### src/design/jsu_pkg.sv
package jsu_pkg;

  // Result kinds
  localparam logic [1:0] KIND_DATA   = 2'd0;
  localparam logic [1:0] KIND_END    = 2'd1;
  localparam logic [1:0] KIND_BADESC = 2'd2;
  localparam logic [1:0] KIND_BADHEX = 2'd3;

  // Queue between decoder and serialiser
  localparam int unsigned QDEPTH = 4;
  localparam int unsigned QAW    = $clog2(QDEPTH);
  localparam int unsigned QCW    = $clog2(QDEPTH + 1);

  // One decoded input byte: up to three result beats
  typedef struct packed {
    logic [1:0]      cnt;   // number of beats, 1 to 3
    logic [1:0]      kind;
    logic [2:0][7:0] data;  // data[0] goes out first
  } jsu_entry_t;

endpackage

### src/design/json_string_unescape.sv
// JSON string body decoder.
// Input channel (in_valid / in_stall / in_byte): one raw byte of the string
// body per beat, starting after the opening quote. Output channel
// (out_valid / out_stall / out_byte, kind, last): one result per beat.
// kind 0 is a data byte, 1 the closing quote, 2 a bad escape letter and
// 3 a bad hex digit inside \u; last marks the final beat of one input byte.
// Backslashes and hex digits that do not complete an escape, and \u0000,
// give no beat at all.
// A result passes two registers: the edge that takes its input beat writes
// the decoded entry into the queue, and a later one loads it into the
// output register, from which the result is offered.
// Throughput: one input beat per cycle; the output side gives one beat per
// cycle while out_stall is low, so a \u escape yielding two or three UTF-8
// bytes holds the serialiser for a beat per byte. A four-entry queue
// between decoder and serialiser absorbs them; in_stall rises only when full.
// Reset (rst, synchronous) returns to plain text mode, clears the hex
// accumulator, empties the queue and drops out_valid.
// When the receiver stalls, the output beat holds; the decoder keeps taking
// bytes until the queue fills.
module json_string_unescape (
  input  logic       clk,
  input  logic       rst,
  input  logic       in_valid,
  output logic       in_stall,
  input  logic [7:0] in_byte,
  output logic       out_valid,
  input  logic       out_stall,
  output logic [7:0] out_byte,
  output logic [1:0] kind,
  output logic       last
);
  import jsu_pkg::*;

  // Decoder to queue
  logic       push;
  jsu_entry_t push_entry;
  logic       q_full;

  // Queue to serialiser
  jsu_entry_t head;
  logic       q_empty;
  logic       pop;

  // Front: escape state machine, hex accumulator and UTF-8 encoding
  jsu_front u_front (
    .clk        (clk),
    .rst        (rst),
    .in_valid   (in_valid),
    .in_stall   (in_stall),
    .in_byte    (in_byte),
    .push       (push),
    .push_entry (push_entry),
    .q_full     (q_full)
  );

  // Hold decoded entries while the output side drains
  jsu_queue u_queue (
    .clk        (clk),
    .rst        (rst),
    .push       (push),
    .push_entry (push_entry),
    .full       (q_full),
    .pop        (pop),
    .head       (head),
    .empty      (q_empty)
  );

  // Back: split each entry into beats behind an output register
  jsu_back u_back (
    .clk       (clk),
    .rst       (rst),
    .head      (head),
    .q_empty   (q_empty),
    .pop       (pop),
    .out_valid (out_valid),
    .out_stall (out_stall),
    .out_byte  (out_byte),
    .kind      (kind),
    .last      (last)
  );

endmodule

### src/design/jsu_front.sv
module jsu_front (
  input  logic               clk,
  input  logic               rst,
  input  logic               in_valid,
  output logic               in_stall,
  input  logic [7:0]         in_byte,
  output logic               push,
  output jsu_pkg::jsu_entry_t push_entry,
  input  logic               q_full
);
  import jsu_pkg::*;

  typedef enum logic [5:0] {
    M_PLAIN = 6'b000001,
    M_ESC   = 6'b000010,
    M_HEX1  = 6'b000100,
    M_HEX2  = 6'b001000,
    M_HEX3  = 6'b010000,
    M_HEX4  = 6'b100000
  } mode_t;

  localparam logic [7:0] CH_BSLASH = 8'h5c;
  localparam logic [7:0] CH_QUOTE  = 8'h22;
  localparam logic [7:0] CH_SLASH  = 8'h2f;
  localparam logic [7:0] CH_B      = 8'h62;
  localparam logic [7:0] CH_F      = 8'h66;
  localparam logic [7:0] CH_N      = 8'h6e;
  localparam logic [7:0] CH_R      = 8'h72;
  localparam logic [7:0] CH_T      = 8'h74;
  localparam logic [7:0] CH_U      = 8'h75;

  mode_t       mode, mode_next;
  logic [15:0] hex_value, hex_next;
  logic        accept;
  logic        dvalid;
  logic [3:0]  dval;
  logic [15:0] h;
  jsu_entry_t  e;

  assign in_stall = q_full;
  assign accept   = in_valid && !q_full;

  // Hex digit of either case
  always_comb begin
    dvalid = 1'b1;
    dval   = 4'd0;
    if (in_byte >= 8'h30 && in_byte <= 8'h39) begin
      dval = in_byte[3:0];
    end else if ((in_byte >= 8'h61 && in_byte <= 8'h66) ||
                 (in_byte >= 8'h41 && in_byte <= 8'h46)) begin
      dval = 4'd9 + {1'b0, in_byte[2:0]};
    end else begin
      dvalid = 1'b0;
    end
  end

  assign h = {hex_value[11:0], dval};

  always_comb begin
    mode_next = mode;
    hex_next  = hex_value;
    e         = '0;
    unique case (mode)
      M_ESC: begin
        mode_next = M_PLAIN;
        e.cnt     = 2'd1;
        e.kind    = KIND_DATA;
        case (in_byte)
          CH_BSLASH, CH_QUOTE, CH_SLASH: e.data[0] = in_byte;
          CH_B: e.data[0] = 8'h08;
          CH_F: e.data[0] = 8'h0c;
          CH_N: e.data[0] = 8'h0a;
          CH_R: e.data[0] = 8'h0d;
          CH_T: e.data[0] = 8'h09;
          CH_U: begin
            mode_next = M_HEX1;
            hex_next  = 16'd0;
            e.cnt     = 2'd0;
          end
          default: e.kind = KIND_BADESC;
        endcase
      end
      M_HEX1, M_HEX2, M_HEX3, M_HEX4: begin
        if (!dvalid) begin
          mode_next = M_PLAIN;
          hex_next  = 16'd0;
          e.cnt     = 2'd1;
          e.kind    = KIND_BADHEX;
        end else begin
          hex_next = h;
          if (mode != M_HEX4) begin
            mode_next = mode_t'({mode[4:0], 1'b0});
          end else begin
            mode_next = M_PLAIN;
            e.kind    = KIND_DATA;
            if (h == 16'd0) begin
              e.cnt = 2'd0;
            end else if (h < 16'h0080) begin
              e.cnt     = 2'd1;
              e.data[0] = h[7:0];
            end else if (h < 16'h0800) begin
              e.cnt     = 2'd2;
              e.data[0] = 8'hc0 | {3'b000, h[10:6]};
              e.data[1] = 8'h80 | {2'b00, h[5:0]};
            end else begin
              e.cnt     = 2'd3;
              e.data[0] = 8'he0 | {4'b0000, h[15:12]};
              e.data[1] = 8'h80 | {2'b00, h[11:6]};
              e.data[2] = 8'h80 | {2'b00, h[5:0]};
            end
          end
        end
      end
      default: begin
        mode_next = M_PLAIN;
        if (in_byte == CH_BSLASH) begin
          mode_next = M_ESC;
        end else if (in_byte == CH_QUOTE) begin
          hex_next = 16'd0;
          e.cnt    = 2'd1;
          e.kind   = KIND_END;
        end else begin
          e.cnt     = 2'd1;
          e.kind    = KIND_DATA;
          e.data[0] = in_byte;
        end
      end
    endcase
  end

  assign push       = accept && (e.cnt != 2'd0);
  assign push_entry = e;

  always_ff @(posedge clk) begin
    if (rst) begin
      mode      <= M_PLAIN;
      hex_value <= 16'd0;
    end else if (accept) begin
      mode      <= mode_next;
      hex_value <= hex_next;
    end
  end

  a_no_push_full: assert property (@(posedge clk) disable iff (rst) push |-> !q_full)
    else $error("push into full queue");
  a_err_single: assert property (@(posedge clk) disable iff (rst)
    push && (push_entry.kind != KIND_DATA) |-> push_entry.cnt == 2'd1)
    else $error("error or end entry with several beats");
  a_mode_onehot: assert property (@(posedge clk) disable iff (rst) $onehot(mode))
    else $error("escape mode not one-hot");

endmodule

### src/design/jsu_queue.sv
module jsu_queue (
  input  logic                clk,
  input  logic                rst,
  input  logic                push,
  input  jsu_pkg::jsu_entry_t push_entry,
  output logic                full,
  input  logic                pop,
  output jsu_pkg::jsu_entry_t head,
  output logic                empty
);
  import jsu_pkg::*;

  jsu_entry_t     mem [QDEPTH];
  logic [QAW-1:0] wptr, rptr;
  logic [QCW-1:0] count;

  assign full  = (count == QCW'(QDEPTH));
  assign empty = (count == '0);
  assign head  = mem[rptr];

  always_ff @(posedge clk) begin
    if (push) begin
      mem[wptr] <= push_entry;
    end
  end

  always_ff @(posedge clk) begin
    if (rst) begin
      wptr  <= '0;
      rptr  <= '0;
      count <= '0;
    end else begin
      if (push) wptr <= wptr + 1'b1;
      if (pop) rptr <= rptr + 1'b1;
      case ({push, pop})
        2'b10:   count <= count + 1'b1;
        2'b01:   count <= count - 1'b1;
        default: count <= count;
      endcase
    end
  end

  a_count_range: assert property (@(posedge clk) disable iff (rst)
    count <= QCW'(QDEPTH))
    else $error("queue count beyond depth");
  a_no_pop_empty: assert property (@(posedge clk) disable iff (rst) pop |-> !empty)
    else $error("pop from empty queue");
  a_full_empty: assert property (@(posedge clk) disable iff (rst) !(full && empty))
    else $error("queue both full and empty");

endmodule

### src/design/jsu_back.sv
module jsu_back (
  input  logic                clk,
  input  logic                rst,
  input  jsu_pkg::jsu_entry_t head,
  input  logic                q_empty,
  output logic                pop,
  output logic                out_valid,
  input  logic                out_stall,
  output logic [7:0]          out_byte,
  output logic [1:0]          kind,
  output logic                last
);
  import jsu_pkg::*;

  logic [1:0] idx;
  logic       load, take, is_last;
  logic [7:0] sel;

  assign load    = !out_valid || !out_stall;
  assign take    = load && !q_empty;
  assign is_last = (idx == 2'(head.cnt - 2'd1));
  assign pop     = take && is_last;

  always_comb begin
    case (idx)
      2'd0:    sel = head.data[0];
      2'd1:    sel = head.data[1];
      default: sel = head.data[2];
    endcase
  end

  always_ff @(posedge clk) begin
    if (rst) begin
      out_valid <= 1'b0;
      idx       <= 2'd0;
    end else if (load) begin
      out_valid <= !q_empty;
      if (take) begin
        idx <= is_last ? 2'd0 : idx + 2'd1;
      end
    end
  end

  always_ff @(posedge clk) begin
    if (take) begin
      out_byte <= sel;
      kind     <= head.kind;
      last     <= is_last;
    end
  end

  a_idx_in_entry: assert property (@(posedge clk) disable iff (rst)
    !q_empty |-> idx < head.cnt)
    else $error("beat index past entry");
  a_idx_idle: assert property (@(posedge clk) disable iff (rst) q_empty |-> idx == 2'd0)
    else $error("beat index not reset with empty queue");
  a_nondata_last: assert property (@(posedge clk) disable iff (rst)
    out_valid && (kind != KIND_DATA) |-> last && (out_byte == 8'd0))
    else $error("end or error beat malformed");

endmodule

### config.mk
export PLATFORM = sky130hd
export DESIGN_NAME = json_string_unescape
export DESIGN_NICKNAME = d
export VERILOG_FILES = /design/src/design/jsu_pkg.sv /design/src/design/json_string_unescape.sv /design/src/design/jsu_front.sv /design/src/design/jsu_queue.sv /design/src/design/jsu_back.sv
export SDC_FILE = /design/constraint.sdc
export NUM_CORES = 1
export LEC_CHECK = 0
export BUFFER_PORTS_ARGS = -buffer_cell sky130_fd_sc_hd__buf_2
export CAP_MARGIN = 10
export CORE_MARGIN = 8
export CORE_UTILIZATION = 60
export DETAILED_ROUTE_END_ITERATION = 8
export GPL_TIMING_DRIVEN = 0
export PLACE_DENSITY = 0.78
export SLEW_MARGIN = 20
export SYNTH_ARGS = -nofsm -noshare
export SYNTH_HDL_FRONTEND = slang
export SYNTH_SLANG_ARGS = --single-unit
export TNS_END_PERCENT = 5
### constraint.sdc
create_clock -name clk -period 4.52 [get_ports clk]
set_clock_uncertainty 0.15 [all_clocks]
set_input_delay 0.904 -clock clk [delete_from_list [all_inputs] [get_ports clk]]
set_output_delay 0.904 -clock clk [all_outputs]
set_load 0.01 [all_outputs]
==> impl_metrics.yaml, run 1 <==
timing:
  rsz0062_at_grt: "false"
  hold_violations: 0
  drv_slew: 0
  finalSetupTns_ns: 0
  finalSetupViolations: 0
  fin_crit_ns: 4.01
  worst_pin_slew_ns: 0.994
  slew_headroom: 0.337
  min_period_over_period: 0.888
  timing.fmax_ghz: 0.249
clocking:
  clk_pin_slew_ns: 0.06
  cts_buffers: 17
  cts-root-buf: "clkbuf_8"
  cts_buffer_depth: 2
  cts_resized: 0
  cts_tree: "built"
  ctsHoldBuffers: 0
  clkSinkCount: 145
  h-tree-depth: 4
  post-cts-setup-buffers: 0
  insertion_delay_ns: 0.52
detailed_routing:
  drc: 0
  drt-initial-drc-count: 385
  dr_total_vias: 4187
  avgViaCountPerCell: 6.25
  firstDrtPassIters: 5
  antenna_left: 0
  routed_wl_mm: 14.0
  routedWlPerCell_um: 20.8
finish:
  diodes: 0
  fin_cells: 670
  drive_above_1_share: 0.226
  register_area_mm2: 0.00405
  multi_input_area_mm2: 0.00238
  nFillCells: 725
  nets: 542
  area_delta_synth_final_pct: 13.0
synth:
  ys_warn_count: 0
  syn_area_mm2: 0.00662
  async_flop_share: 0
  synth_edf_count: 115
  synth_cell_types: 74
  ys.flop_type: "edfxtp_1"
  synth_fp_nets: 500
  ys_seq_elements: 145
  netlist_instances: 476
  synth.avg_cell_area_um2: 13.9
  yosysSeqAreaShare: 0.613
setup_path:
  critPathBufInv: 5
  crit_fanout: 8
  cp_cell_sequence: "buf_2 > buf_6 > inv_1 > ha_1 > nor2_1 > o21bai_4 > a32oi_1 > nand3_1 > nor4_2 > o21ai_2 > inv_1 > ha_1 > inv_1 > fa_1 > xor2_1 > or3_1 > a21oi_1"
  critPathRequiredTime_ns: 4.82
  end_kind: "register"
  startpoint_type: "primary input"
  max_stage_delay_ns: 0.47
  cpMaxStageDelayCell: "a32oi_1"
  worstSetupPathType: "in2reg"
  worstPathArrival_ns: 4.31
  critical_path.most_common_cell: "inv_1"
  cpLargestDelayFamily: "simple AND/OR/NAND/NOR gates"
power:
  p_int_w: 0.00288
  p_sw_frac: 0.269
  p_comb_frac: 0.222
  p_clk_frac: 0.339
  power_density_mw_per_mm2: 527
  ir_drop_mv: 0.309
  p_sw_w: 0.00106
  power.leakage_nw: 2.57
  totalPowerFinal_w: 0.00394
  p_seq_frac: 0.439
grt:
  grt_overflow_total: 0
  track_usage: 0.200
  grt_pass1_vias: 4132
  grt_max_degree: 27
  antenna_found_initial: 0
  grt_first_pass_wirelength_mm: 22.3
run_status:
  status: "complete, no violations"
flow_run:
  drv_cap: 0
floorplanning:
  core-area_mm2: 0.0108
  initial_core_util: 0.613
  die-area_mm2: 0.0146
  dieWidth_um: 121
  row_count: 38
  ios: 25
  fp.dieH_um: 121
placement:
  placement.io_buffers: 23
  dp_hpwl_mm: 9.28
  gp_congestion: 0.949
  placed_cells: 639
hold_path:
  hp-class: "reg2reg"
==> Yosys cell counts, drive strengths merged (3+ instances only) <==
cell type    n  area, um^2
a221o        8        80.1
nor2b        9        56.3
clkbuf      13        58.8
nor3        11        60.1
nand3       17        85.1
xor2         3        26.3
mux4        26         586
o31ai        3        22.5
buf          9        66.3
o21ai       12        75.1
nand2       32         123
a21oi       36         203
or4b         3        33.8
a21o         5        40.0
o21bai       5        48.8
nand3b       5        37.5
xnor2        3        26.3
nor2        36         138
ha          11         138
edfxtp     115        3450
inv         17        63.8
and2         9        63.8
or3          4        30.0
nor4         3        25.0
nand2b      11        86.3
and3         5        32.5
dfxtp       30         601
a22oi        5        37.5
==> power groups by stage <==
stage | registers [W] | logic (W) | clock network, W
final | 0.00173 | 0.000873 | 0.00134
after global routing | 0.00175 | 0.000954 | 0.00140
after global placement | 0.00174 | 0.000861 | 0
after floorplan | 0.00177 | 0.000603 | 0
after detailed placement | 0.00176 | 0.000887 | 0
after CTS | 0.00173 | 0.000894 | 0.00135
==> worst register-to-register path, delay by kind of cell, from the launching register on <==
family,cells,cell delay [ns]
XOR/XNOR,1,0.07
adder cells (fa/ha/maj),2,0.41
flip-flops,1,0.36
buffers and inverters,2,0.17
AO/OA/AOI/OAI,4,0.78
AND/OR/NAND/NOR,4,1.50
==> per-stage QoR <==
stage          area (um^2)  utilization  hold slack (ns)  setup slack (ns)
3_3_place_gp          6910        0.640            0.303            0.0849
4_1_cts               7480        0.693            0.326             0.565
2_1_floorplan         6620            -            0.292             0.540
5_1_grt               7480        0.693            0.359             0.215
6_report              7480        0.693            0.323             0.507
3_5_place_dp          6910        0.641            0.317            0.0386
==> flip-flops by register name, summed over array words and instances (netlist names), named ones only <==
signal             count
u_queue.mem          104
u_front.hex_value     12
u_back.out_byte        8
u_front.mode           6
u_queue.count          3
u_back.idx             2
u_back.kind            2
u_queue.rptr           2
u_queue.wptr           2
u_back.last            1
u_back.out_valid       1
==> cell families (layout without fill, tap and decap cells) <==
| family | count (synthesis) | in the layout | share of synthesized area |
|---|---|---|---|
| AO/OA/AOI/OAI | 89 | 89 | 0.102 |
| flip-flops | 145 | 145 | 0.613 |
| buffers and inverters | 39 | 93 | 0.0285 |
| XOR/XNOR | 6 | 6 | 0.00794 |
| AND/OR/NAND/NOR | 156 | 156 | 0.131 |
| adder cells (fa/ha/maj) | 12 | 12 | 0.0238 |
| multiplexers | 29 | 29 | 0.0940 |
==> layout make-up <==
type,count,share of cell area
Inverter,17,0.00853
Tap cell,140,0.0234
Timing Repair Buffer,23,0.0154
Buffer,22,0.0167
Multi-Input combinational cell,292,0.318
Clock buffer,18,0.0559
Clock inverter,13,0.0194
Sequential cell,145,0.542
==> layer usage <==
layer / up-vias / part of all wire / track usage
li1: 1904 / - / -
met1: 2086 / 0.42 / 0.253
met2: 182 / 0.50 / 0.334
met3: 15 / 0.062 / 0.0419
met4: 0 / 0.013 / 0.0687
met5: - / 0 / 0
==> cell usage in the layout, fill, tap and decap left out, drive strengths merged, types with 8 or more instances in the layout <==
cell type,instances
a21oi,36
a221o,8
and2,9
buf,32
clkbuf,31
clkinv,9
dfxtp,30
edfxtp,115
ha,11
inv,17
mux4,26
nand2,32
nand2b,11
nand3,17
nor2,36
nor2b,9
nor3,11
o21ai,12
==> worst paths after layout <==
kind	start	to	slack (ns)	cells after the start
max	in_byte[0]	u_queue.count[2]	0.51	17
min	u_back.out_valid	u_back.out_valid	0.32	2
max reg2reg	u_front.mode[2]	u_queue.count[2]	1.01	13
min reg2reg	u_back.out_valid	u_back.out_valid	0.32	2
Note: power is estimated with default switching activity, not from simulation.
==> run 2, diff against run 1 <==
- CORE_ASPECT_RATIO: default -> 0.9
==> impl_metrics.yaml, run 2 (synthesized netlist as in run 1, its figures left out) <==
run_status:
  status: "complete, no violations"
finish:
  multi_input_area_mm2: 0.00238
  regMostFlops: "u_queue.mem"
  layout_common_cells: "edfxtp_1, nor2_1, a21oi_1"
  drive_above_1_share: 0.225
  mostFrequentLayoutCell: "edfxtp_1"
  nets: 542
  nFillCells: 748
  area_delta_synth_final_pct: 12.7
  reg_top3: "u_queue.mem x104, u_front.hex_value x12, u_back.out_byte x8"
  diodes: 0
  register_area_mm2: 0.00405
  largest_register_ffs: 104
grt:
  grt_pass1_vias: 4220
  grt_max_degree: 27
  track_usage: 0.204
  grt_first_pass_wirelength_mm: 22.4
  antenna_found_initial: 0
  grt_overflow_total: 0
detailed_routing:
  dr_total_vias: 4207
  routedWlPerCell_um: 21.4
  antenna_left: 0
  routed_wl_mm: 14.2
  drt-initial-drc-count: 373
  avgViaCountPerCell: 6.35
  drc: 0
  firstDrtPassIters: 5
clocking:
  cts-root-buf: "clkbuf_16"
  h-tree-depth: 4
  cts_buffers: 17
  cts_resized: 0
  cts_buffer_depth: 2
  clkSinkCount: 145
  clk_pin_slew_ns: 0.05
  insertion_delay_ns: 0.42
  ctsHoldBuffers: 0
  post-cts-setup-buffers: 0
  cts_tree: "built"
placement:
  gp_congestion: 0.902
  placement.io_buffers: 23
  dp_hpwl_mm: 9.22
timing:
  fin_crit_ns: 4.33
  finalSetupTns_ns: 0
  min_period_over_period: 0.958
  timing.fmax_ghz: 0.231
  finalSetupViolations: 0
  worst_pin_slew_ns: 1.01
  drv_slew: 0
  slew_headroom: 0.329
  holdWs_ns: 0.326
  hold_violations: 0
  rsz0062_at_grt: "false"
flow_run:
  drv_cap: 0
setup_path:
  regToRegStartpoint: "u_front.mode[2]"
  worstSetupPathType: "in2reg"
  rrSetupSlack_ns: 0.84
  worstPathArrival_ns: 4.53
  startpoint_type: "primary input"
  r2r_cells: 13
  end_kind: "register"
  crit_fanout: 8
  reg2reg_to: "u_queue.count[2]"
  critPathRequiredTime_ns: 4.72
power:
  power_density_mw_per_mm2: 527
  ir_drop_mv: 0.235
  power.leakage_nw: 2.57
floorplanning:
  dieWidth_um: 127
  die-area_mm2: 0.0147
  core-area_mm2: 0.0108
  ios: 25
  initial_core_util: 0.612
  row_count: 36
  fp.dieH_um: 116
hold_path:
  holdPathStages: 2
  worstHoldStart: "u_back.out_valid"
  hold_end: "u_back.out_valid"
  hp-class: "reg2reg"
-- run 2: area by class of cell --
| type | instances | share of cell area |
|---|---|---|
| Sequential cell | 145 | 0.544 |
| Inverter | 17 | 0.00856 |
| Buffer | 22 | 0.0168 |
| Tap cell | 133 | 0.0223 |
| Clock buffer | 21 | 0.0591 |
| Multi-Input combinational cell | 292 | 0.319 |
| Timing Repair Buffer | 23 | 0.0154 |
| Clock inverter | 10 | 0.0151 |
-- run 2: worst max path at each step --
stage | from | end | cells after the start
after global placement | in_byte[0] | u_queue.count[2] | 17
after CTS | in_byte[0] | u_queue.count[2] | 17
after global routing | in_byte[0] | u_queue.count[2] | 17
final | in_byte[0] | u_queue.count[2] | 17
after detailed placement | in_byte[0] | u_queue.count[2] | 17
after floorplan | in_byte[0] | u_queue.count[2] | 16
-- run 2: worst max-delay path: stages --
cell,delay [ns]
buf_2,0.11
buf_6,0.14
inv_1,0.07
ha_1,0.25
nor2_1,0.26
o21bai_4,0.11
a32oi_1,0.56
nand3_1,0.29
nor4_2,0.25
o21ai_2,0.19
inv_1,0.10
ha_1,0.20
inv_1,0.07
fa_1,0.38
xor2_1,0.17
or3_1,0.32
a21oi_1,0.15
-- run 2: metrics by stage --
step           cell area, um^2  total power (W)  cells   util  worst slack (ns)
2_1_floorplan             6620          0.00238    476      -             0.540
4_1_cts                   7460          0.00397    663  0.690             0.258
3_3_place_gp              6900          0.00262    632  0.638         -0.000238
6_report                  7460          0.00393    663  0.690             0.190
3_5_place_dp              6910          0.00265    632  0.639           -0.0996
5_1_grt                   7460          0.00409    663  0.690            0.0863
-- run 2: power by group --
part	total, W	internal (W)	switching (W)	leakage, nW
combinational	0.000886	0.000380	0.000506	0.972
sequential	0.00173	0.00167	0.0000582	1.32
clock	0.00132	0.000806	0.000511	0.270
-- run 2: metal layers --
metal,part of all wire,global-route usage,vias up,wire length [um]
met5,0,0,-,0
met4,0.017,0.0633,0,239
met3,0.069,0.0557,18,978
met2,0.50,0.350,184,7100
met1,0.41,0.249,2089,5860
li1,-,-,1916,-
